--- config.mk ---
export PLATFORM = sky130hd
export DESIGN_NAME = button_click_classifier_top_flat
export DESIGN_NICKNAME = d
export VERILOG_FILES = /design/src/rtl/core/bcc_pkg.sv /design/src/rtl/core/bcc_in_if.sv /design/src/rtl/core/bcc_out_if.sv /design/src/rtl/core/bcc_cfg_if.sv /design/src/rtl/core/button_click_classifier_top.sv /design/src/rtl/core/bcc_cfg_regs.sv /design/src/rtl/core/bcc_classify.sv /design/src/flat_wrapper.sv
export VERILOG_INCLUDE_DIRS = /design/src /design/src/rtl/core
export SDC_FILE = /design/constraint.sdc
export NUM_CORES = 1
export LEC_CHECK = 0
export BUFFER_PORTS_ARGS = -buffer_cell sky130_fd_sc_hd__buf_2
export CAP_MARGIN = 10
export CORE_MARGIN = 3
export CORE_UTILIZATION = 60
export DETAILED_ROUTE_END_ITERATION = 10
export PLACE_DENSITY = 0.79
export SLEW_MARGIN = 20
export SYNTH_ARGS = -nofsm -noshare
export SYNTH_HDL_FRONTEND = slang
export SYNTH_SLANG_ARGS = --single-unit
--- constraint.sdc ---
create_clock -name clk -period 9.6 [get_ports clk]
set_clock_uncertainty 0.05 [all_clocks]
set_input_delay 1.44 -clock clk [delete_from_list [all_inputs] [get_ports clk]]
set_output_delay 1.44 -clock clk [all_outputs]
set_load 0.02 [all_outputs]
--- src/rtl/core/button_click_classifier_top_defines.svh ---
// Assertion macros for the button click classifier RTL.
// Needs signals clk and rst_n in the scope that uses the macros.
`ifndef BUTTON_CLICK_CLASSIFIER_TOP_DEFINES_SVH
`define BUTTON_CLICK_CLASSIFIER_TOP_DEFINES_SVH

// Same-cycle implication, checked outside reset.
`define BCC_ASSERT_NOW(label, ante, cons) \
  label: assert property (@(posedge clk) disable iff (!rst_n) (ante) |-> (cons)) \
    else $error("bcc assertion failed");

// Next-cycle implication, checked outside reset.
`define BCC_ASSERT_NEXT(label, ante, cons) \
  label: assert property (@(posedge clk) disable iff (!rst_n) (ante) |=> (cons)) \
    else $error("bcc assertion failed");

`endif

--- src/rtl/core/bcc_pkg.sv ---
// Shared types and constants of the button click classifier.
// No dependencies; imported by the interfaces and all modules.
package bcc_pkg;

  localparam int unsigned TIME_W    = 32;
  localparam int unsigned MS_CFG_W  = 16;
  localparam int unsigned CFG_IDX_W = 8;

  typedef enum logic [CFG_IDX_W-1:0] {
    CFG_ACTIVE_LOW   = 8'd0,
    CFG_DEBOUNCE     = 8'd1,
    CFG_DBL_WINDOW   = 8'd2,
    CFG_LONG_PRESS   = 8'd3
  } cfg_idx_t;

  localparam logic                ACTIVE_LOW_RST = 1'b1;
  localparam logic [MS_CFG_W-1:0] DEBOUNCE_RST   = 16'd50;
  localparam logic [MS_CFG_W-1:0] DBL_WINDOW_RST = 16'd300;
  localparam logic [MS_CFG_W-1:0] LONG_PRESS_RST = 16'd1000;

  typedef struct packed {
    logic                active_low;
    logic [MS_CFG_W-1:0] debounce_ms;
    logic [MS_CFG_W-1:0] double_click_window_ms;
    logic [MS_CFG_W-1:0] long_press_ms;
  } cfg_t;

  typedef struct packed {
    logic              press_edge;
    logic              release_edge;
    logic              single_click;
    logic              double_click;
    logic              long_press;
    logic              is_held;
    logic [TIME_W-1:0] held_ms;
  } result_t;

endpackage

--- src/rtl/core/bcc_in_if.sv ---
// Sample channel of the button click classifier: valid/ready plus one sample.
// Depends on bcc_pkg.
interface bcc_in_if import bcc_pkg::*; ();
  logic              valid;
  logic              ready;
  logic              button_level;
  logic [TIME_W-1:0] time_ms;

  modport source (output valid, button_level, time_ms, input ready);
  modport sink   (input valid, button_level, time_ms, output ready);
endinterface

--- src/rtl/core/bcc_out_if.sv ---
// Result channel of the button click classifier: valid/ready plus event flags.
// Depends on bcc_pkg.
interface bcc_out_if import bcc_pkg::*; ();
  logic              valid;
  logic              ready;
  logic              press_edge;
  logic              release_edge;
  logic              single_click;
  logic              double_click;
  logic              long_press;
  logic              is_held;
  logic [TIME_W-1:0] held_ms;

  modport source (output valid, press_edge, release_edge, single_click, double_click,
                  long_press, is_held, held_ms, input ready);
  modport sink   (input valid, press_edge, release_edge, single_click, double_click,
                  long_press, is_held, held_ms, output ready);
endinterface

--- src/rtl/core/bcc_cfg_if.sv ---
// Configuration write channel: valid/ready, register index and write data.
// Depends on bcc_pkg.
interface bcc_cfg_if import bcc_pkg::*; ();
  logic                 valid;
  logic                 ready;
  logic [CFG_IDX_W-1:0] index;
  logic [MS_CFG_W-1:0]  data;

  modport source (output valid, index, data, input ready);
  modport sink   (input valid, index, data, output ready);
endinterface

--- src/rtl/core/button_click_classifier_top.sv ---
// Top level of the button click classifier: input stage, classifier, result stage.
// Depends on bcc_pkg, the channel interfaces, bcc_cfg_regs and bcc_classify.
//
// Usage:
//   in_ch   - one raw sample per item: button_level and a millisecond time_ms
//             (wraps modulo 2^32). Valid/ready; accepted when both are high.
//   out_ch  - exactly one result item per sample: press/release edges,
//             single/double click, long press, is_held and held_ms.
//   cfg_ch  - register writes (index, data); always ready. Write only while
//             the block is idle: 0 active_low, 1 debounce_ms,
//             2 double_click_window_ms, 3 long_press_ms. Other indexes drop.
// Path: an accepted sample passes the input register, one pass of classify logic
//   and the result register before its result shows on out_ch.
// Throughput: one item per cycle while out_ch is ready; the classifier state loop
//   is one register deep: the next sample uses this one's state without stalls.
// Stall: while out_ch is stalled the result register holds, one more sample
//   may wait in the input register, then in_ch.ready drops.
// Reset (rst_n low, synchronous): valid, state and config registers return to
//   their reset values, the debounced level to the idle level and both stages empty.
`include "button_click_classifier_top_defines.svh"
module button_click_classifier_top import bcc_pkg::*; (
  input  logic       clk,
  input  logic       rst_n,
  bcc_in_if.sink     in_ch,
  bcc_out_if.source  out_ch,
  bcc_cfg_if.sink    cfg_ch
);

  // Input register stage.
  logic              in_valid_r;
  logic              in_level_r;
  logic [TIME_W-1:0] in_time_r;

  // Result register stage.
  logic              out_valid_r;
  result_t           out_res_r;

  cfg_t              cfg;
  result_t           res;
  logic              advance;

  // Advance the held sample when the result register is empty or drains now.
  assign advance     = in_valid_r && (!out_valid_r || out_ch.ready);
  assign in_ch.ready = !in_valid_r || advance;

  bcc_cfg_regs u_cfg (
    .clk    (clk),
    .rst_n  (rst_n),
    .cfg_ch (cfg_ch),
    .cfg    (cfg)
  );

  bcc_classify u_classify (
    .clk        (clk),
    .rst_n      (rst_n),
    .item_valid (advance),
    .level      (in_level_r),
    .now        (in_time_r),
    .cfg        (cfg),
    .res        (res)
  );

  always_ff @(posedge clk) begin
    if (!rst_n) begin
      in_valid_r <= 1'b0;
    end else if (in_ch.ready) begin
      in_valid_r <= in_ch.valid;
    end
  end

  // Capture payload only on a handshake.
  always_ff @(posedge clk) begin
    if (in_ch.valid && in_ch.ready) begin
      in_level_r <= in_ch.button_level;
      in_time_r  <= in_ch.time_ms;
    end
  end

  always_ff @(posedge clk) begin
    if (!rst_n) begin
      out_valid_r <= 1'b0;
    end else if (advance) begin
      out_valid_r <= 1'b1;
    end else if (out_ch.ready) begin
      out_valid_r <= 1'b0;
    end
  end

  always_ff @(posedge clk) begin
    if (advance) begin
      out_res_r <= res;
    end
  end

  assign out_ch.valid        = out_valid_r;
  assign out_ch.press_edge   = out_res_r.press_edge;
  assign out_ch.release_edge = out_res_r.release_edge;
  assign out_ch.single_click = out_res_r.single_click;
  assign out_ch.double_click = out_res_r.double_click;
  assign out_ch.long_press   = out_res_r.long_press;
  assign out_ch.is_held      = out_res_r.is_held;
  assign out_ch.held_ms      = out_res_r.held_ms;

  // A waiting sample must never be overwritten while the result side stalls.
  `BCC_ASSERT_NEXT(a_in_hold, in_valid_r && !advance, in_valid_r)
  // held_ms is nonzero only while the button reads as pressed.
  `BCC_ASSERT_NOW(a_held_ms_idle, out_valid_r && (out_res_r.held_ms != '0), out_res_r.is_held)
  // A press and a release never come from the same sample.
  `BCC_ASSERT_NOW(a_edge_excl, out_valid_r, !(out_res_r.press_edge && out_res_r.release_edge))

endmodule

--- src/rtl/core/bcc_cfg_regs.sv ---
// Configuration register file of the button click classifier.
// Depends on bcc_pkg and bcc_cfg_if.
module bcc_cfg_regs import bcc_pkg::*; (
  input  logic      clk,
  input  logic      rst_n,
  bcc_cfg_if.sink   cfg_ch,
  output cfg_t      cfg
);

  cfg_t cfg_r;
  cfg_t cfg_nxt;

  assign cfg_ch.ready = 1'b1;
  assign cfg          = cfg_r;

  always_comb begin
    cfg_nxt = cfg_r;
    if (cfg_ch.valid) begin
      unique case (cfg_ch.index)
        CFG_ACTIVE_LOW: cfg_nxt.active_low             = cfg_ch.data[0];
        CFG_DEBOUNCE:   cfg_nxt.debounce_ms            = cfg_ch.data;
        CFG_DBL_WINDOW: cfg_nxt.double_click_window_ms = cfg_ch.data;
        CFG_LONG_PRESS: cfg_nxt.long_press_ms          = cfg_ch.data;
        default:        cfg_nxt = cfg_r;  // drop writes beyond the register list
      endcase
    end
  end

  always_ff @(posedge clk) begin
    if (!rst_n) begin
      cfg_r.active_low             <= ACTIVE_LOW_RST;
      cfg_r.debounce_ms            <= DEBOUNCE_RST;
      cfg_r.double_click_window_ms <= DBL_WINDOW_RST;
      cfg_r.long_press_ms          <= LONG_PRESS_RST;
    end else begin
      cfg_r <= cfg_nxt;
    end
  end

endmodule

--- src/rtl/core/bcc_classify.sv ---
// Debounce and click classification: state registers plus next-state logic.
// Depends on bcc_pkg and button_click_classifier_top_defines.svh.
`include "button_click_classifier_top_defines.svh"
module bcc_classify import bcc_pkg::*; (
  input  logic              clk,
  input  logic              rst_n,
  input  logic              item_valid,
  input  logic              level,
  input  logic [TIME_W-1:0] now,
  input  cfg_t              cfg,
  output result_t           res
);

  logic              stable_r,       stable_nxt;
  logic [TIME_W-1:0] last_change_r,  last_change_nxt;
  logic [TIME_W-1:0] press_start_r,  press_start_nxt;
  logic [TIME_W-1:0] last_release_r, last_release_nxt;
  logic              awaiting_r,     awaiting_nxt;
  logic              long_done_r,    long_done_nxt;

  logic [TIME_W-1:0] d_change;
  logic [TIME_W-1:0] d_press;
  logic [TIME_W-1:0] d_rel;
  logic [TIME_W-1:0] hold_diff;
  logic [TIME_W-1:0] rel_diff;
  logic [TIME_W-1:0] debounce_w;
  logic [TIME_W-1:0] window_w;
  logic [TIME_W-1:0] long_w;
  logic              change;
  logic              was_pressed;
  logic              now_pressed;
  logic              held;

  assign d_change   = now - last_change_r;
  assign d_press    = now - press_start_r;
  assign d_rel      = now - last_release_r;
  assign debounce_w = {{(TIME_W-MS_CFG_W){1'b0}}, cfg.debounce_ms};
  assign window_w   = {{(TIME_W-MS_CFG_W){1'b0}}, cfg.double_click_window_ms};
  assign long_w     = {{(TIME_W-MS_CFG_W){1'b0}}, cfg.long_press_ms};

  // Pressed when the level differs from the idle level (idle = active_low).
  assign was_pressed = stable_r ^ cfg.active_low;
  assign now_pressed = level ^ cfg.active_low;
  assign change      = (level != stable_r) && (d_change > debounce_w);

  always_comb begin
    stable_nxt       = stable_r;
    last_change_nxt  = last_change_r;
    press_start_nxt  = press_start_r;
    last_release_nxt = last_release_r;
    awaiting_nxt     = awaiting_r;
    long_done_nxt    = long_done_r;
    hold_diff        = d_press;
    rel_diff         = d_rel;
    res              = '0;

    if (change) begin
      last_change_nxt = now;
      stable_nxt      = level;
      priority if (now_pressed && !was_pressed) begin
        res.press_edge  = 1'b1;
        press_start_nxt = now;
        long_done_nxt   = 1'b0;
        hold_diff       = '0;
      end else if (!now_pressed && was_pressed) begin
        res.release_edge = 1'b1;
        priority if (long_done_r) begin
          // release after a reported long press is not a click
        end else if (d_press >= long_w) begin
          res.long_press = 1'b1;
          long_done_nxt  = 1'b1;
          awaiting_nxt   = 1'b0;
        end else begin
          if (awaiting_r && (d_rel <= window_w)) begin
            res.double_click = 1'b1;
            awaiting_nxt     = 1'b0;
          end else begin
            awaiting_nxt = 1'b1;
          end
          last_release_nxt = now;
          rel_diff         = '0;
        end
      end
    end

    held        = stable_nxt ^ cfg.active_low;
    res.is_held = held;

    if (held && !long_done_nxt && (hold_diff >= long_w)) begin
      res.long_press = 1'b1;
      long_done_nxt  = 1'b1;
      awaiting_nxt   = 1'b0;
    end

    if (awaiting_nxt && (rel_diff > window_w)) begin
      res.single_click = 1'b1;
      awaiting_nxt     = 1'b0;
    end

    res.held_ms = held ? hold_diff : '0;
  end

  always_ff @(posedge clk) begin
    if (!rst_n) begin
      stable_r       <= ACTIVE_LOW_RST;
      last_change_r  <= '0;
      press_start_r  <= '0;
      last_release_r <= '0;
      awaiting_r     <= 1'b0;
      long_done_r    <= 1'b0;
    end else if (item_valid) begin
      stable_r       <= stable_nxt;
      last_change_r  <= last_change_nxt;
      press_start_r  <= press_start_nxt;
      last_release_r <= last_release_nxt;
      awaiting_r     <= awaiting_nxt;
      long_done_r    <= long_done_nxt;
    end
  end

  // Press without a long press clears long_done_r; zero threshold: long at once.
  `BCC_ASSERT_NEXT(a_press_clears_long, item_valid && res.press_edge && !res.long_press, !long_done_r)
  `BCC_ASSERT_NOW(a_one_click_kind, item_valid, !(res.single_click && res.double_click))
  `BCC_ASSERT_NEXT(a_long_sets_done, item_valid && res.long_press, long_done_r && !awaiting_r)

endmodule
--- src/flat_wrapper.sv ---
// flat-port wrapper written by rule: the top's interface ports become plain ports
module button_click_classifier_top_flat import bcc_pkg::*;
  (clk, rst_n, in_ch_valid, in_ch_button_level, in_ch_time_ms, in_ch_ready, out_ch_valid, out_ch_press_edge, out_ch_release_edge, out_ch_single_click, out_ch_double_click, out_ch_long_press, out_ch_is_held, out_ch_held_ms, out_ch_ready, cfg_ch_valid, cfg_ch_index, cfg_ch_data, cfg_ch_ready);
  bcc_in_if in_ch_i ();
  bcc_out_if out_ch_i ();
  bcc_cfg_if cfg_ch_i ();
  input  logic clk;
  input  logic rst_n;
  input wire logic [$bits(in_ch_i.valid)-1:0] in_ch_valid;
  input wire logic [$bits(in_ch_i.button_level)-1:0] in_ch_button_level;
  input wire logic [$bits(in_ch_i.time_ms)-1:0] in_ch_time_ms;
  output wire logic [$bits(in_ch_i.ready)-1:0] in_ch_ready;
  output wire logic [$bits(out_ch_i.valid)-1:0] out_ch_valid;
  output wire logic [$bits(out_ch_i.press_edge)-1:0] out_ch_press_edge;
  output wire logic [$bits(out_ch_i.release_edge)-1:0] out_ch_release_edge;
  output wire logic [$bits(out_ch_i.single_click)-1:0] out_ch_single_click;
  output wire logic [$bits(out_ch_i.double_click)-1:0] out_ch_double_click;
  output wire logic [$bits(out_ch_i.long_press)-1:0] out_ch_long_press;
  output wire logic [$bits(out_ch_i.is_held)-1:0] out_ch_is_held;
  output wire logic [$bits(out_ch_i.held_ms)-1:0] out_ch_held_ms;
  input wire logic [$bits(out_ch_i.ready)-1:0] out_ch_ready;
  input wire logic [$bits(cfg_ch_i.valid)-1:0] cfg_ch_valid;
  input wire logic [$bits(cfg_ch_i.index)-1:0] cfg_ch_index;
  input wire logic [$bits(cfg_ch_i.data)-1:0] cfg_ch_data;
  output wire logic [$bits(cfg_ch_i.ready)-1:0] cfg_ch_ready;
  assign in_ch_i.valid = in_ch_valid;
  assign in_ch_i.button_level = in_ch_button_level;
  assign in_ch_i.time_ms = in_ch_time_ms;
  assign in_ch_ready = in_ch_i.ready;
  assign out_ch_valid = out_ch_i.valid;
  assign out_ch_press_edge = out_ch_i.press_edge;
  assign out_ch_release_edge = out_ch_i.release_edge;
  assign out_ch_single_click = out_ch_i.single_click;
  assign out_ch_double_click = out_ch_i.double_click;
  assign out_ch_long_press = out_ch_i.long_press;
  assign out_ch_is_held = out_ch_i.is_held;
  assign out_ch_held_ms = out_ch_i.held_ms;
  assign out_ch_i.ready = out_ch_ready;
  assign cfg_ch_i.valid = cfg_ch_valid;
  assign cfg_ch_i.index = cfg_ch_index;
  assign cfg_ch_i.data = cfg_ch_data;
  assign cfg_ch_ready = cfg_ch_i.ready;
  button_click_classifier_top u_core (.clk(clk), .rst_n(rst_n), .in_ch(in_ch_i), .out_ch(out_ch_i), .cfg_ch(cfg_ch_i));
endmodule
* After elaboration in Yosys (flattened, before gate mapping)
Index checks and enable logic that the tools add are counted.
** Word-level totals
- Flip-flop bits (word level) :: 221
- Output and inout bits :: 41
- Input bits :: 62
** Operators by class
- Equality and inequality tests :: 4
- Multiplexer cells :: 32
- Reductions and logical operators :: 27
- Bitwise operators :: 8
- Magnitude comparators :: 5
- Add/sub/neg operators :: 3
** Operator list (number)
- $mux W32 :: 7
- $sub A32 B32 Y32 :: 3
- $ge A32 B16 Y1 :: 2
- $gt A32 B16 Y1 :: 2
- $le A32 B16 Y1 :: 1
- $mux W1 :: 25
- $eq A8 B2 Y1 const B :: 2
- $reduce_and A2 Y1 :: 5
- $logic_and A1 B1 Y1 :: 9
- $eq A8 B1 Y1 const B :: 1
- $logic_not A8 Y1 :: 1
- $reduce_and A6 Y1 :: 1
- $logic_not A1 Y1 :: 5
- $not A1 Y1 :: 5
- $reduce_or A5 Y1 :: 1
- $reduce_and A3 Y1 :: 1
- $xor A1 B1 Y1 :: 3
- $logic_or A1 B1 Y1 :: 2
- $reduce_bool A2 Y1 :: 1
- $reduce_or A2 Y1 :: 1
- $ne A1 B1 Y1 :: 1

* Depth between registers and ports, before layout
- Depth in word-level cells :: 13
- Depth in mapped cells :: 39
- Mapped depth without buffers :: 38

* Modules after synthesis
A second synthesis with hierarchy kept.
** Second synthesis, totals
- Cells, all modules :: 1983
- Area, all modules :: 17043.8 sq um
** By module, submodules not included
- bcc_classify :: instances 1, sequential area each 1981.9 sq um, cells an instance 1710, area an instance 12817.3 sq um
- button_click_classifier_top :: instances 1, sequential area each 2172.1 sq um, cells an instance 80, area an instance 2235.9 sq um
- bcc_cfg_regs :: instances 1, sequential area each 980.9 sq um, cells an instance 193, area an instance 1990.7 sq um

* Worst setup path before layout
Ideal clock, no wire load.
- Path kind :: register to register
- Start point :: register u_core.in_time_r[0]
- End point :: register u_core.out_res_r, in the netlist u_core.out_ch.long_press, data pin
- Period minus slack after synthesis :: 6.992 ns
- Buffers on the path :: 1
- Slack :: 2.608 ns
- Data required time :: 9.288 ns
- Stages on the path, launching flop included :: 39
- Data arrival time :: 6.681 ns
- Path through :: edfxtp_1 -> inv_1 -> ha_1 -> inv_1 -> fa_1 -> a211oi_1 -> o21ai_0 -> nand3_1 -> nand2_1 -> a21oi_1 -> o21bai_1 -> a21o_1 -> a21oi_1 -> xnor2_1 -> ha_1 -> nand4_1 -> nor3_1 -> a21oi_1 -> [... 3 more ...] -> o2111ai_1 -> nor4_2 -> buf_2 -> nor2_1 -> or2_2 -> ha_1 -> nand2b_1 -> a21o_1 -> a21o_1 -> a21o_1 -> a21o_1 -> a21o_1 -> a211oi_1 -> o31ai_1 -> o22ai_1 -> a21oi_1 -> and4bb_1 -> o21bai_1
** On the way
- Cells in the longest elaborated chain, start to end :: 10
- Elaborated cells between the ends (all ways) :: 22
- Classes of those cells :: add/sub: 2; order compare: 3; mux: 12; bitwise: 1; reduce/logical: 4
** Ends and longest elaborated chain
- from (decl) :: line button_click_classifier_top.sv:32 : logic [TIME_W-1:0] in_time_r;
- from (signal assigned) :: line button_click_classifier_top.sv:75 : in_time_r <= in_ch.time_ms;
- parallel branches: the longest is 10 deep, another holds $sub A32 B32 Y32
- to (signal assigned) :: line button_click_classifier_top.sv:91 : out_res_r <= res;
- to (decl) :: line button_click_classifier_top.sv:36 : result_t out_res_r;
Parallel ways; which one is timed is not known.
A chain may end at the register's enable or synchronous reset.

* Worst setup path in the final report
Ends and elaborated chain as after synthesis.

==> results.md <==
* Source of the worst hold timing path: u_core.u_cfg.cfg[30]
* Critical path's largest stage delay at between 0.4 and 0.5 ns
* Async set or reset register ratio after synthesis at 0%
* Floorplan die area at slightly below 0.03 sq mm
* Unique masters post-synth at between 80 and 90
* Die width at 172 um
* DRC violations left at 0
* Final weighted congestion in routability-driven placement at about 0.98
* Net switching fraction of the power at 30.2%
* Share of the cycle needed by the critical path after routing at about four fifths
* Least-Margin Pin Slew at 1.18 ns
* Synth-to-Final Area Change at 9.47%
* Highest ir drop seen on vdd at between 0.15 and 0.2 mV
* Post-synth top flop: dfxtp_1
* Worst Setup Slack post-DPL at about 1.9 ns
* Cell internal power dissipation at about 1800 uW
* Synthesized instance count at ~1.9k
* CTS tree: built
* Floorplan row count at a little under 60
* DRC violation total after the first TritonRoute iteration at about 1.0k
* Vias at ~14k
* Post-synth design cell area at ~0.016 sq mm
* Top cells by area in the synthesized netlist: dfxtp_1, ha_1, edfxtp_1
* Highest achievable clock rate at 0.127 GHz
* Simple logic cell fraction of the synthesized area at between 10% and 20%
* Worst slack on hold paths at around 0.42 ns
* HPWL after detailed placement at approximately 34 mm
* Part of the Yosys area used for sequential elements at 31.2%
* EDFF count, synth at 71
* Cell types with the highest counts after synthesis: nand2_1, inv_1, ha_1
* RSZ-0062 raised after global routing: false
* Number of max-cap violations at 0
* Cell repeated most along the worst path: a21o_1
* Worst-Skew Late Latency at around 0.54 ns
* Ys Warns at 0
* Sequential power share at between 30% and 40%
* Number of gates given a new drive strength after cts at 0
* Pre-antenna DRT Iters at 6
* Min setup slack post-route at 1.73 ns
* Share of synthesized area spent on multiplexers at 6.16%
* Net switching power at 798 uW
* Root cell of the clock tree: clkbuf_16
* Pwr per Cell Area at 147 mW/mm^2
* Register area at 0.00513 sq mm
* Crit path arrival time at between 8 and 9 ns
* Overall Global Routing Usage at a little under 30%
* Path category of the worst min-delay check: register to register
* Number of buffers inserted to repair setup after CTS at 0
* DRT antenna net count at 0
* Setup violation total in the final timing report at 0
* Wire length of the first global-routing pass at between 60 and 70 mm
* Share of the synthesized area in compound gates (AO/OA/AOI/OAI) at a little under a fifth
* CTS max path bufs at 3
* Number of nets in the synthesized netlist at 2155
* Type of the worst setup path: register to register
* Mean cell area of the mapped netlist at 8.58 sq um
* Dominant combinational cell family by area after synthesis: simple AND/OR/NAND/NOR gates
* Part of the power in the clock network at between 30% and 40%
* Tightest slew margin relative to the limit at 20.8%
* Nets@finish at between 2k and 2.5k
* Register bit count reported by yosys at ~220
* I/O pin cnt at around 100
* Mean number of vias per cell at slightly above 6
* XOR/XNOR Fraction of Synth Area at under 10%
* Maximum level of the CTS H-tree at 1
* Kind of capture point of the worst setup path: register
* Antenna fix cells at 0
* Setup TNS at 0 ns
* Total routed wirelength at ~44 mm
* Filler Cell Count at ~2.2k
* Maximum number of pins on one net before global-route repair at roughly 110
* Worst endpoint required time at between 9 and 10 ns
* Synth Area in Adders at around 14%
* CTS clk-pin slew, worst paths at 0.06 ns
* Gate power share at between 20 and 25%
* Initial standard-cell utilization of the core at between 60 and 70%
* Final core utilization at between 60% and 70%
* Total congestion overflow after global routing at 0
* Slowest cell on the critical path: edfxtp_1
* Number of buffers added to fix hold violations after cts at 0
* # clock sinks at roughly 220
* Initial antenna violation count at 0
* Core box area at roughly 0.027 sq mm
* Non-filler instance count after layout at 2329
* Post-synth top area share at between 10% and 20%
* Y dimension of the die at 172 um
* Number of global-route vias before repair at 13.6k
* Largest fanout of any net on the critical path at 18
* Final Hold Violating Endpoints at 0
* Wire length per cell at roughly 19 um
* Startpoint types: register
* Post-synthesis cell type with the largest combined area: dfxtp_1
* Critical path origin: u_core.in_time_r[0]
* Area of combinational cells with multiple inputs at 0.0103 sq mm
* FF-to-FF Start: u_core.in_time_r[0]
* Most frequent cell after synthesis: nand2_1
* Status: finished, final reports clean
* Share of post-route cells with drive strength above 1 at about a tenth
* Num CTS Buffers at 26
* Buffers on Ports at a little over 100
* Placed insts at about 2.3k
* Number of pins with negative max-slew slack in the final report at 0
* Leakage power at between 0.007 and 0.008 uW
* Final critical delay including setup and external delays at a little under 8 ns
==> path summary, 6_finish.rpt <==
path | end | slack, ns | depth (start not counted)
worst max register to register | u_core.out_ch.long_press | 1.73 | 39
worst max-delay path | u_core.out_ch.long_press | 1.73 | 39
worst min-delay path | u_core.u_cfg.cfg[30] | 0.42 | 2
worst min register to register | u_core.u_cfg.cfg[30] | 0.42 | 2
==> cell usage in the layout, fill, tap and decap left out, types with 5 or more instances in the layout <==
cell type | Yosys | layout
nand2_1 | 185 | 184
inv_1 | 175 | 175
ha_1 | 173 | 173
dfxtp_1 | 150 | 150
a21oi_1 | 122 | 122
nor2b_1 | 110 | 109
buf_2 | 14 | 100
mux2i_1 | 99 | 99
nor2_1 | 93 | 92
edfxtp_1 | 71 | 71
a21o_1 | 68 | 68
o21ai_0 | 57 | 57
xnor2_1 | 41 | 41
xor2_1 | 37 | 37
a21boi_0 | 37 | 37
and2_1 | 35 | 35
nor3_1 | 32 | 32
nand4_1 | 29 | 29
o211ai_1 | 29 | 29
clkbuf_16 | 0 | 27
nand3_1 | 26 | 26
a211oi_1 | 23 | 22
nand2b_1 | 21 | 21
o21a_1 | 19 | 19
and3_1 | 17 | 17
or2_2 | 14 | 14
a31oi_1 | 12 | 12
o21bai_1 | 10 | 10
o31ai_1 | 10 | 10
o22ai_1 | 8 | 8
nor4_1 | 8 | 8
buf_4 | 7 | 8
or3_1 | 7 | 7
and4_1 | 7 | 7
a2111oi_0 | 7 | 7
nand3b_1 | 7 | 7
a211o_1 | 6 | 6
o211a_1 | 5 | 5
==> power by group through the flow <==
| stage | sequential [uW] | combinational [uW] | clock, uW |
|---|---|---|---|
| global placement | 1040 | 565 | 0 |
| detailed placement | 1040 | 573 | 0 |
| finish | 1020 | 586 | 1030 |
| CTS | 1020 | 577 | 1050 |
| global route | 1030 | 648 | 1080 |
| floorplan | 1040 | 414 | 0 |
==> flip-flops by register name, summed over array words and instances, names as in the netlist, 32 cells and up <==
name and cells:
u_core.u_classify.last_change_r 32, u_core.out_ch.held_ms 32, u_core.u_cfg.cfg 49, u_core.u_classify.last_release_r 32
u_core.u_classify.press_start_r 32, u_core.in_time_r 32
==> kinds of logic after synthesis <==
kind of cell / after synthesis
other: 1
flip-flops: 221
XOR/XNOR: 79
multiplexers: 101
AO/OA/AOI/OAI: 464
buffers and inverters: 254
AND/OR/NAND/NOR: 621
adder cells (fa/ha/maj): 176
==> layer usage <==
metal  share of wire, %  up-vias  track usage [%]
li1                   -     6922                -
met1                 44     6639             39.5
met2                 45      510             48.2
met3                7.3      103             5.26
met4                3.5        0             9.48
met5                  0        -                0
==> critical path, delay by kind of cell (launching register included) <==
kind / cells / cell delay (ns)
compound gates: 20 / 3.33
simple gates: 10 / 1.86
fa+ha+maj: 4 / 1.17
buf+inv: 4 / 0.65
flops: 1 / 0.43
xor+xnor: 1 / 0.09
==> final cells by class <==
cell class | instances | area share (%)
Inverter | 175 | 3.65
Clock buffer | 32 | 3.97
Multi-Input combinational cell | 1442 | 57.4
Timing Repair Buffer | 108 | 3.11
Tap cell | 335 | 2.33
Sequential cell | 221 | 28.5
Clock inverter | 16 | 0.987
==> per-stage QoR <==
step                cell area, sq um  total power, uW
floorplan                      16400             1460
global placement               17100             1600
detailed placement             17100             1610
CTS                            18000             2650
global route                   18000             2760
finish                         18000             2640
(Power assumes the default switching activity.)
